**src/sv/rst_pkg.sv**
```systemverilog
// ----------------------------------------------------------------------------
// Reservation station table package
// Shared types, operation and status codes, sizing constants.
// ----------------------------------------------------------------------------
package rst_pkg;

    localparam int DEPTH_DEF       = 8;
    localparam int ROB_ENTRIES_DEF = 32;
    localparam int MAX_RESULTS     = 8;
    localparam int QUEUE_DEPTH     = 2;

    typedef enum logic [2:0] {
        OP_INSERT    = 3'd0,
        OP_BROADCAST = 3'd1,
        OP_SELECT    = 3'd2,
        OP_REMOVE    = 3'd3,
        OP_FLUSH     = 3'd4,
        OP_SET_BUSY  = 3'd5
    } op_t;

    typedef enum logic [1:0] {
        ST_OK        = 2'd0,
        ST_FULL      = 2'd1,
        ST_NOT_FOUND = 2'd2
    } status_t;

    typedef enum logic [1:0] {
        BK_IDLE,
        BK_SCAN,
        BK_SHIFT
    } back_state_t;

    typedef struct packed {
        logic [2:0]         operation;
        logic [4:0]         dest_tag;
        logic               is_store;
        logic               busy_flag;
        logic signed [31:0] value_j;
        logic signed [31:0] value_k;
        logic               wait_j;
        logic [4:0]         tag_j;
        logic               wait_k;
        logic [4:0]         tag_k;
        logic [31:0]        cycle;
        logic [7:0]         exec_cycles;
    } req_t;

    typedef struct packed {
        logic [1:0]         status;
        logic               found;
        logic [4:0]         out_dest_tag;
        logic signed [31:0] out_value_j;
        logic signed [31:0] out_value_k;
        logic               out_is_store;
        logic [3:0]         occupancy;
        logic               last;
    } rsp_t;

endpackage

```
**src/sv/rst_queue.sv**
```systemverilog
// ----------------------------------------------------------------------------
// Request queue
// Small FIFO that decouples the accepting front from the table engine.
// ----------------------------------------------------------------------------
module rst_queue (
    input  logic          aclk,
    input  logic          aresetn,
    input  logic          in_valid,
    output logic          in_ready,
    input  rst_pkg::req_t in_req,
    output logic          out_valid,
    input  logic          out_ready,
    output rst_pkg::req_t out_req
);
    localparam int N = rst_pkg::QUEUE_DEPTH;

    rst_pkg::req_t mem_reg [N];
    logic [$clog2(N)-1:0] wr_ptr_reg, rd_ptr_reg;
    logic [$clog2(N):0]   count_reg;
    logic push, pop;

    assign in_ready  = (count_reg != N[$clog2(N):0]);
    assign out_valid = (count_reg != '0);
    assign push      = in_valid && in_ready;
    assign pop       = out_valid && out_ready;
    assign out_req   = mem_reg[rd_ptr_reg];

    // storage
    always_ff @(posedge aclk) begin
        if (push) mem_reg[wr_ptr_reg] <= in_req;
    end

    // pointers
    always_ff @(posedge aclk) begin
        if (!aresetn) begin
            wr_ptr_reg <= '0;
            rd_ptr_reg <= '0;
            count_reg  <= '0;
        end else begin
            if (push) wr_ptr_reg <= wr_ptr_reg + 1'b1;
            if (pop)  rd_ptr_reg <= rd_ptr_reg + 1'b1;
            count_reg <= count_reg + {{$clog2(N){1'b0}}, push}
                                   - {{$clog2(N){1'b0}}, pop};
        end
    end
endmodule

```
**src/sv/rst_engine.sv**
```systemverilog
// ----------------------------------------------------------------------------
// Table engine
// Holds the station table and carries out one request at a time.
// ----------------------------------------------------------------------------
module rst_engine #(
    parameter int DEPTH = rst_pkg::DEPTH_DEF
) (
    input  logic          aclk,
    input  logic          aresetn,
    input  logic          cfg_valid,
    output logic          cfg_ready,
    input  logic [3:0]    cfg_data,
    input  logic          req_valid,
    output logic          req_ready,
    input  rst_pkg::req_t req,
    output logic          m_valid,
    input  logic          m_ready,
    output rst_pkg::rsp_t m_data
);
    localparam int IW = (DEPTH > 1) ? $clog2(DEPTH) : 1;
    localparam int CW = $clog2(DEPTH + 1);

    typedef struct packed {
        logic [4:0]  dest;
        logic        store;
        logic        wait_j;
        logic [4:0]  tag_j;
        logic [31:0] val_j;
        logic        wait_k;
        logic [4:0]  tag_k;
        logic [31:0] val_k;
        logic [31:0] issue;
        logic [7:0]  remaining;
    } slot_t;

    slot_t               slot_reg [DEPTH];
    logic [DEPTH-1:0]    busy_reg;
    logic [CW-1:0]       used_reg;
    logic [3:0]          cap_reg;
    rst_pkg::back_state_t state_reg, state_next;
    logic [31:0]         cyc_reg;
    logic [IW-1:0]       idx_reg, idx_next;
    logic [3:0]          nres_reg, nres_next;
    logic                out_valid_reg, out_valid_next;
    rst_pkg::rsp_t       out_reg, out_next;

    logic out_free;
    logic [DEPTH-1:0] valid_v, ready_v, match_v;
    logic [IW-1:0] first_idx;
    logic          any_match;
    logic          rest_ready;
    logic [CW-1:0] eff_cap;

    assign cfg_ready = 1'b1;
    assign out_free  = !out_valid_reg || m_ready;
    assign req_ready = (state_reg == rst_pkg::BK_IDLE) && out_free;
    assign m_valid   = out_valid_reg;
    assign m_data    = out_reg;
    assign eff_cap   = ({{(CW > 4 ? CW-4 : 0){1'b0}}, cap_reg} > CW'(DEPTH)) ?
                       CW'(DEPTH) : CW'(cap_reg);

    // per-entry ready and tag match flags; ready uses the select's cycle
    always_comb begin
        for (int i = 0; i < DEPTH; i++) begin
            valid_v[i] = CW'(i) < used_reg;
            ready_v[i] = valid_v[i] && busy_reg[i]
                && (slot_reg[i].issue < cyc_reg) && (slot_reg[i].remaining != 0)
                && !slot_reg[i].wait_j && (!slot_reg[i].wait_k || slot_reg[i].store);
            match_v[i] = valid_v[i] && (slot_reg[i].dest == req.dest_tag);
        end
    end

    // oldest matching entry
    always_comb begin
        first_idx = '0;
        any_match = 1'b0;
        for (int i = DEPTH - 1; i >= 0; i--) begin
            if (match_v[i]) begin
                first_idx = IW'(i);
                any_match = 1'b1;
            end
        end
    end

    // any ready entry younger than the scan position
    always_comb begin
        rest_ready = 1'b0;
        for (int i = 0; i < DEPTH; i++)
            if (IW'(i) > idx_reg && ready_v[i]) rest_ready = 1'b1;
    end

    function automatic rst_pkg::rsp_t plain(input rst_pkg::status_t st,
                                            input logic [CW-1:0] occ);
        rst_pkg::rsp_t r;
        r = '0;
        r.status    = st;
        r.occupancy = 4'(occ);
        r.last      = 1'b1;
        return r;
    endfunction

    // sequencer: select walks the table one slot a cycle while the result is free, remove shifts
    always_comb begin
        state_next     = state_reg;
        idx_next       = idx_reg;
        nres_next      = nres_reg;
        out_valid_next = out_valid_reg && !m_ready;
        out_next       = out_reg;
        unique case (state_reg)
            rst_pkg::BK_IDLE: begin
                if (req_valid && req_ready) begin
                    out_valid_next = 1'b1;
                    out_next       = plain(rst_pkg::ST_OK, used_reg);
                    case (req.operation)
                        rst_pkg::OP_INSERT: begin
                            if (used_reg >= eff_cap)
                                out_next = plain(rst_pkg::ST_FULL, used_reg);
                            else
                                out_next = plain(rst_pkg::ST_OK, used_reg + 1'b1);
                        end
                        rst_pkg::OP_SELECT: begin
                            out_valid_next = 1'b0;
                            state_next     = rst_pkg::BK_SCAN;
                            idx_next       = '0;
                            nres_next      = '0;
                        end
                        rst_pkg::OP_REMOVE: begin
                            if (any_match) begin
                                out_valid_next = 1'b0;
                                state_next     = rst_pkg::BK_SHIFT;
                                idx_next       = first_idx;
                            end else begin
                                out_next = plain(rst_pkg::ST_NOT_FOUND, used_reg);
                            end
                        end
                        rst_pkg::OP_FLUSH: begin
                            if (any_match)
                                out_next = plain(rst_pkg::ST_OK, CW'(first_idx) + 1'b1);
                            else
                                out_next = plain(rst_pkg::ST_NOT_FOUND, used_reg);
                        end
                        rst_pkg::OP_SET_BUSY: begin
                            if (!any_match)
                                out_next = plain(rst_pkg::ST_NOT_FOUND, used_reg);
                        end
                        default: ;
                    endcase
                end
            end
            rst_pkg::BK_SCAN: begin
                if (out_free) begin
                    idx_next = idx_reg + 1'b1;
                    if (ready_v[idx_reg]) begin
                        out_valid_next        = 1'b1;
                        out_next              = '0;
                        out_next.status       = rst_pkg::ST_OK;
                        out_next.found        = 1'b1;
                        out_next.out_dest_tag = slot_reg[idx_reg].dest;
                        out_next.out_value_j  = slot_reg[idx_reg].val_j;
                        out_next.out_value_k  = slot_reg[idx_reg].val_k;
                        out_next.out_is_store = slot_reg[idx_reg].store;
                        out_next.occupancy    = 4'(used_reg);
                        nres_next             = nres_reg + 4'd1;
                        // last when nothing younger is ready or the list is full
                        if (!rest_ready || nres_reg == 4'(rst_pkg::MAX_RESULTS - 1)) begin
                            out_next.last = 1'b1;
                            state_next    = rst_pkg::BK_IDLE;
                        end
                    end else if (!rest_ready) begin
                        // nothing ready at all
                        out_valid_next = 1'b1;
                        out_next       = plain(rst_pkg::ST_OK, used_reg);
                        state_next     = rst_pkg::BK_IDLE;
                    end
                end
            end
            rst_pkg::BK_SHIFT: begin
                idx_next = idx_reg + 1'b1;
                if (CW'(idx_reg) + 2'd2 >= used_reg) begin
                    state_next     = rst_pkg::BK_IDLE;
                    out_valid_next = 1'b1;
                    out_next       = plain(rst_pkg::ST_OK, used_reg - 1'b1);
                end
            end
            default: state_next = rst_pkg::BK_IDLE;
        endcase
    end

    // control registers
    always_ff @(posedge aclk) begin
        if (!aresetn) begin
            state_reg     <= rst_pkg::BK_IDLE;
            used_reg      <= '0;
            busy_reg      <= '0;
            cap_reg       <= 4'd8;
            out_valid_reg <= 1'b0;
            idx_reg       <= '0;
            nres_reg      <= '0;
        end else begin
            state_reg     <= state_next;
            idx_reg       <= idx_next;
            nres_reg      <= nres_next;
            out_valid_reg <= out_valid_next;
            if (cfg_valid) cap_reg <= cfg_data;
            unique case (state_reg)
                rst_pkg::BK_IDLE: begin
                    if (req_valid && req_ready) begin
                        case (req.operation)
                            rst_pkg::OP_INSERT: begin
                                if (!(used_reg >= eff_cap)) begin
                                    busy_reg[IW'(used_reg)] <= req.busy_flag;
                                    used_reg <= used_reg + 1'b1;
                                end
                            end
                            rst_pkg::OP_FLUSH: begin
                                if (any_match) begin
                                    for (int i = 0; i < DEPTH; i++)
                                        if (IW'(i) > first_idx) busy_reg[i] <= 1'b0;
                                    used_reg <= CW'(first_idx) + 1'b1;
                                end
                            end
                            rst_pkg::OP_SET_BUSY: begin
                                if (any_match) busy_reg[first_idx] <= req.busy_flag;
                            end
                            default: ;
                        endcase
                    end
                end
                rst_pkg::BK_SHIFT: begin
                    if (CW'(idx_reg) + 1'b1 < used_reg)
                        busy_reg[idx_reg] <= busy_reg[idx_reg + 1'b1];
                    if (state_next == rst_pkg::BK_IDLE) begin
                        used_reg <= used_reg - 1'b1;
                        busy_reg[IW'(used_reg - 1'b1)] <= 1'b0;
                    end
                end
                default: ;
            endcase
        end
    end

    // payload registers: slot fields, select cycle, result
    always_ff @(posedge aclk) begin
        out_reg <= out_next;
        unique case (state_reg)
            rst_pkg::BK_IDLE: begin
                if (req_valid && req_ready) begin
                    cyc_reg <= req.cycle;
                    case (req.operation)
                        rst_pkg::OP_INSERT: begin
                            if (!(used_reg >= eff_cap))
                                slot_reg[IW'(used_reg)] <= '{req.dest_tag, req.is_store,
                                    req.wait_j, req.tag_j, req.value_j, req.wait_k,
                                    req.tag_k, req.value_k, req.cycle, req.exec_cycles};
                        end
                        rst_pkg::OP_BROADCAST: begin
                            for (int i = 0; i < DEPTH; i++) begin
                                if (valid_v[i] && busy_reg[i]) begin
                                    if (slot_reg[i].wait_j && slot_reg[i].tag_j == req.tag_j) begin
                                        slot_reg[i].val_j  <= req.value_j;
                                        slot_reg[i].wait_j <= 1'b0;
                                    end
                                    if (slot_reg[i].wait_k && slot_reg[i].tag_k == req.tag_j) begin
                                        slot_reg[i].val_k  <= req.value_j;
                                        slot_reg[i].wait_k <= 1'b0;
                                    end
                                end
                            end
                        end
                        default: ;
                    endcase
                end
            end
            rst_pkg::BK_SHIFT: begin
                if (CW'(idx_reg) + 1'b1 < used_reg)
                    slot_reg[idx_reg] <= slot_reg[idx_reg + 1'b1];
            end
            default: ;
        endcase
    end
endmodule

```
**src/sv/reservation_station_table_core.sv**
```systemverilog
// ----------------------------------------------------------------------------
// Reservation station table core
// Tomasulo station table in insertion order, front queue plus table engine.
// ----------------------------------------------------------------------------
// Channel | Prefix | Payload
// input   | s_     | rst_pkg::req_t request
// result  | m_     | rst_pkg::rsp_t result, last marks final of request
// config  | cfg_   | 4-bit capacity
//
// Most requests pass through the queue, then the engine's registered result.
// Select walks one slot a cycle while the result is not stalled.
// Remove shifts one slot a cycle to compact the table.
// Synchronous active-low reset empties the table; capacity resets to 8.
// A stalled result holds the engine; the queue keeps accepting until it is full.
// ----------------------------------------------------------------------------
module reservation_station_table_core #(
    parameter int DEPTH = rst_pkg::DEPTH_DEF
) (
    input  logic          aclk,
    input  logic          aresetn,
    input  logic          cfg_valid,
    output logic          cfg_ready,
    input  logic [3:0]    cfg_data,
    input  logic          s_valid,
    output logic          s_ready,
    input  rst_pkg::req_t s_data,
    output logic          m_valid,
    input  logic          m_ready,
    output rst_pkg::rsp_t m_data
);
    logic          q_valid, q_ready;
    rst_pkg::req_t q_req;

    rst_queue u_queue (
        .aclk, .aresetn,
        .in_valid(s_valid), .in_ready(s_ready), .in_req(s_data),
        .out_valid(q_valid), .out_ready(q_ready), .out_req(q_req)
    );

    rst_engine #(.DEPTH(DEPTH)) u_engine (
        .aclk, .aresetn,
        .cfg_valid, .cfg_ready, .cfg_data,
        .req_valid(q_valid), .req_ready(q_ready), .req(q_req),
        .m_valid, .m_ready, .m_data
    );
endmodule

```
**config.mk**
```make
export PLATFORM = sky130hd
export DESIGN_NAME = reservation_station_table_core
export DESIGN_NICKNAME = d
export VERILOG_FILES = /design/src/sv/rst_pkg.sv /design/src/sv/rst_queue.sv /design/src/sv/rst_engine.sv /design/src/sv/reservation_station_table_core.sv
export SDC_FILE = /design/constraint.sdc
export NUM_CORES = 2
export LEC_CHECK = 0
export ABC_CLOCK_PERIOD_IN_PS = 6880
export BUFFER_PORTS_ARGS = -buffer_cell sky130_fd_sc_hd__buf_4
export CAP_MARGIN = 25
export CORE_MARGIN = 5
export CORE_UTILIZATION = 40
export CTS_CLUSTER_SIZE = 30
export DETAILED_ROUTE_END_ITERATION = 7
export GPL_ROUTABILITY_DRIVEN = 0
export PLACE_DENSITY = 0.61
export SYNTH_ARGS = -nofsm -noshare
export SYNTH_HDL_FRONTEND = slang
export SYNTH_SLANG_ARGS = --single-unit
```
**constraint.sdc**
```tcl
create_clock -name aclk -period 6.88 [get_ports aclk]
set_input_delay 0.688 -clock aclk [delete_from_list [all_inputs] [get_ports aclk]]
set_output_delay 0.688 -clock aclk [all_outputs]
set_load 0.01 [all_outputs]
```
==> flow_results.org <==
** Outcome
- Outcome :: finished, final reports clean

** Clock network
- The tree is rooted in a sky130_fd_sc_hd__clkbuf_16.
- Buffers inserted during clock tree synthesis total 155.
- Clock-pin slew was measured on the worst setup and hold paths at 0.07 ns.
- The clock passes through at most 3 buffers.
- The number of setup buffers added after CTS is 0.
- TritonCTS clock tree :: yes
- # clock sinks :: 1372
- H-tree depth reported by CTS :: 4
- The clock reaches the later pin of the worst-skew pair after 0.83 ns.

** Floorplan
- Vertical die dimension :: 431.9 µm
- The die covers 186600 µm².
- From left edge to right edge, the die measures 431.9 µm.
- Placeable core region :: 176700 µm²
- Initial standard-cell utilization of the core :: 40.30%
- Top-level I/O count :: 216
- The floorplan has 154 rows.

** Hold path
- Depth of the worst hold-timing path :: 1
- Worst min-delay path startpoint :: s_data[99]
- For hold timing, the worst endpoint is u_queue.mem_reg[1][99].
- The tightest min-delay check is of the in2reg type.

** Timing
- Worst-case headroom to the max-slew limit :: 30.05%
- Setup total negative slack :: 0 ns
- Setup repair after global routing left no endpoint under its margin.
- Setup violations remaining at the end of the flow were counted as 0.
- Final hold violation count :: 0
- Share of the clock period used by the worst path after layout :: 79.97%
- Timing would allow up to 181.8 MHz.
- Worst hold margin :: 0.06186 ns
- After layout, the minimum clock period comes to 5.502 ns.
- Clk_skew :: 0.03964 ns
- The max-slew violation total from the final report is 0.
- Worst slew pin tran :: 1.049 ns

** Drt
- Detail-routed net length per standard cell :: 27.91 µm
- The first detailed-routing pass ran for 5 iterations.
- Violation count after the first detailed-route iteration :: 5818
- Wires add up to 219300 µm.
- DRC Markers :: 0
- In this run the remaining antenna-violating nets after routing total 0.
- Via-to-Cell Ratio :: 6.161
- Via Count :: 48421

** Global routing
- In the global route stage, overall resource usage came out at 23.02%.
- Via count of the first global-routing pass :: 48203
- The number of antenna violations at the first check in global routing came to 1.
- Largest net degree at the start of global routing :: 132
- Grt total ovfl :: 0
- Wire length of the first global-routing pass :: 321500 µm

** Power and ir drop
- Portion of total power attributed to the clock network :: 32.9%
- Combinational logic burns 26.3% of the power.
- Internal power consumption :: 17.41 mW
- Summed over all nets, the switching power comes to 8.454 mW.
- Max IR drop VDD :: 0.1937 mV
- Switching share of total power :: 32.69%
- Power spread over the standard cell area amounts to 318.5 nW/µm².
- Summed over all cells, the static leakage comes to 25.60 nW.
- Sequential power share :: 40.8%

** Setup path
- The setup check on the worst reg-to-reg path leaves a slack of 1.38 ns.
- Critical path start-end classification :: reg2reg
- Crit path launch type :: flop
- Along the worst path, the maximum fanout reaches 36.
- The worst register-to-register path begins at u_engine.used_reg[0].
- STA puts the critical path data required time at 7.45 ns.
- For the worst flop-to-flop path, the logic depth is 12.
- The endpoint identified for the worst register-to-register timing path is u_engine.m_data[68].
- Crit end category :: flop
- CP Data Arrival Time :: 6.07 ns

** Yosys
- Synthesis produced a netlist with a net count of 5667.
- Counting every instance in the synthesized netlist gives 5249.
- Prevailing post-synth register cell :: sky130_fd_sc_hd__edfxtp_1
- Each instance of the synthesized netlist takes up on average 13.57 µm².
- For this run, the number of Yosys warnings is 0.
- Asr flop ratio synth :: 0%
- Number of synthesized flops with an enable pin :: 1322
- Summing every instance area after synthesis gives 71210 µm².
- Register bit total from synthesis :: 1372
- Number of library cell types mapped by synthesis :: 86
- Sequential-to-total area share from yosys stat :: 57.15%

** Cells and area
- The final layout contains 5806 nets.
- The register with the most flip-flops in the layout has 976 of them.
- Summing all non-filler instances in the final layout gives an area of 81200 µm².
- Ratio of cells with drive above 1 in the final layout :: 19.66%
- Compared with the post-synthesis result, the final layout area differs by 14.03%.
- Top library cells by usage in the layout, fill and taps aside :: 1322 x sky130_fd_sc_hd__edfxtp_1, 599 x sky130_fd_sc_hd__o21ai_0, 536 x sky130_fd_sc_hd__nand3_1
- Most frequent standard cell in the layout excluding fill and tap cells :: sky130_fd_sc_hd__edfxtp_1

** Placement
- Port buffering added 214 buffers.
- Once detailed placement completed, the half-perimeter wirelength came to 135500 µm.
- Post-detailed-placement cell area :: 75670 µm²

** Job
- Max-cap violations in this run came to 0.
logic make-up (layout without fill, tap and decap cells):
| group | Yosys count | count (layout) | share of synthesized area [%] |
|---|---|---|---|
| XOR/XNOR | 127 | 127 | 1.562 |
| AND/OR/NAND/NOR | 1212 | 1212 | 8.565 |
| adder cells (fa/ha/maj) | 283 | 283 | 4.972 |
| multiplexers | 642 | 642 | 15.98 |
| buffers and inverters | 475 | 744 | 2.590 |
| flip-flops | 1372 | 1372 | 57.15 |
| other | 1 | 2 | 0.005266 |
| AO/OA/AOI/OAI | 1137 | 1137 | 9.171 |
critical path, cell delays in order, from the launching register on:
cell	delay, ns
sky130_fd_sc_hd__dfxtp_1	0.31
sky130_fd_sc_hd__buf_4	0.29
sky130_fd_sc_hd__ha_1	0.41
sky130_fd_sc_hd__a21oi_1	0.14
sky130_fd_sc_hd__nand2b_1	0.33
sky130_fd_sc_hd__a211oi_1	0.31
sky130_fd_sc_hd__o21ai_0	0.25
sky130_fd_sc_hd__nor4b_1	0.93
sky130_fd_sc_hd__o221a_2	0.34
sky130_fd_sc_hd__a32o_1	0.39
sky130_fd_sc_hd__nand3_4	0.57
sky130_fd_sc_hd__buf_4	0.53
sky130_fd_sc_hd__nor2_1	0.41
cells in the mapped netlist, types with 8 or more instances:
library cell / n / area [µm²]
sky130_fd_sc_hd__a2111oi_0: 8 / 70.07
sky130_fd_sc_hd__a211oi_1: 113 / 848.3
sky130_fd_sc_hd__a21boi_0: 15 / 112.6
sky130_fd_sc_hd__a21o_1: 16 / 120.1
sky130_fd_sc_hd__a21oi_1: 234 / 1171
sky130_fd_sc_hd__a31oi_1: 20 / 125.1
sky130_fd_sc_hd__and2_1: 12 / 75.07
sky130_fd_sc_hd__and3_1: 10 / 62.56
sky130_fd_sc_hd__buf_1: 67 / 251.5
sky130_fd_sc_hd__buf_2: 21 / 105.1
sky130_fd_sc_hd__clkbuf_1: 310 / 1164
sky130_fd_sc_hd__dfxtp_1: 50 / 1001
sky130_fd_sc_hd__edfxtp_1: 1322 / 39700
sky130_fd_sc_hd__ha_1: 283 / 3541
sky130_fd_sc_hd__inv_1: 71 / 266.5
sky130_fd_sc_hd__mux2_2: 48 / 540.5
sky130_fd_sc_hd__mux2i_1: 202 / 2022
sky130_fd_sc_hd__mux4_2: 386 / 8693
sky130_fd_sc_hd__nand2_1: 186 / 698.2
sky130_fd_sc_hd__nand2b_1: 26 / 162.7
sky130_fd_sc_hd__nand3_1: 538 / 2693
sky130_fd_sc_hd__nand4_1: 53 / 331.6
sky130_fd_sc_hd__nor2_1: 161 / 604.3
sky130_fd_sc_hd__nor2b_1: 105 / 656.9
sky130_fd_sc_hd__nor3_1: 27 / 135.1
sky130_fd_sc_hd__nor4_1: 45 / 281.5
sky130_fd_sc_hd__o211ai_1: 19 / 142.6
sky130_fd_sc_hd__o21a_1: 39 / 292.8
sky130_fd_sc_hd__o21ai_0: 605 / 3028
sky130_fd_sc_hd__xnor2_1: 99 / 867.1
sky130_fd_sc_hd__xor2_1: 28 / 245.2
worst max-delay path by stage:
stage,from,to,cells past startpoint
2_1_floorplan,s_valid,u_queue.mem_reg[0][0],2
3_3_place_gp,u_engine.idx_reg[1],u_engine.slot_reg[3][77],13
3_5_place_dp,u_engine.idx_reg[0],u_engine.slot_reg[7][77],11
4_1_cts,u_engine.idx_reg[0],u_engine.slot_reg[7][77],11
5_1_grt,u_engine.idx_reg[0],u_engine.slot_reg[0][96],12
6_report,u_engine.used_reg[0],u_engine.m_data[68],12
power groups by stage:
stage	registers [mW]	logic (mW)	clock network (mW)
3_3_place_gp	10.7	6.69	0
4_1_cts	10.6	6.83	8.64
5_1_grt	10.6	7.34	8.99
3_5_place_dp	10.7	6.79	0
2_1_floorplan	10.7	4.15	0
6_report	10.6	6.80	8.51
layout make-up:
class / count / area, µm²
clock buffer: 199 / 4156
antenna: 1 / 2.502
clock inverter: 88 / 1037
multi-input combinational: 3402 / 28890
sequential: 1372 / 40720
fill: 15555 / 95490
inverter: 73 / 299.0
tap: 2340 / 2928
timing repair buffer: 384 / 3174
per-stage QoR:
| step | cells | power (mW) | setup slack (ns) | utilization (%) |
|---|---|---|---|---|
| final | 7859 | 25.86 | 1.378 | 45.96 |
| after global routing | 7859 | 26.93 | 1.209 | 45.96 |
| after CTS | 7855 | 26.03 | 1.575 | 45.92 |
| after detailed placement | 7540 | 17.53 | 1.592 | 42.82 |
| after global placement | 7537 | 17.41 | 1.476 | 42.80 |
| after floorplan | 5249 | 14.84 | 0.2551 | - |
what timing repair did:
action                    CTS  global route
gates resized for setup     0             0
hold endpoints to repair   50             0
hold buffers               28             0
metal layers:
metal	vias up	track usage, %	wire length, µm
li1	21074	-	-
met2	2548	37.99	105500
met3	443	3.837	18560
met4	0	8.786	8438
met5	-	0	0
met1	24356	30.65	86850
Note: power is estimated with default switching activity, not from simulation.
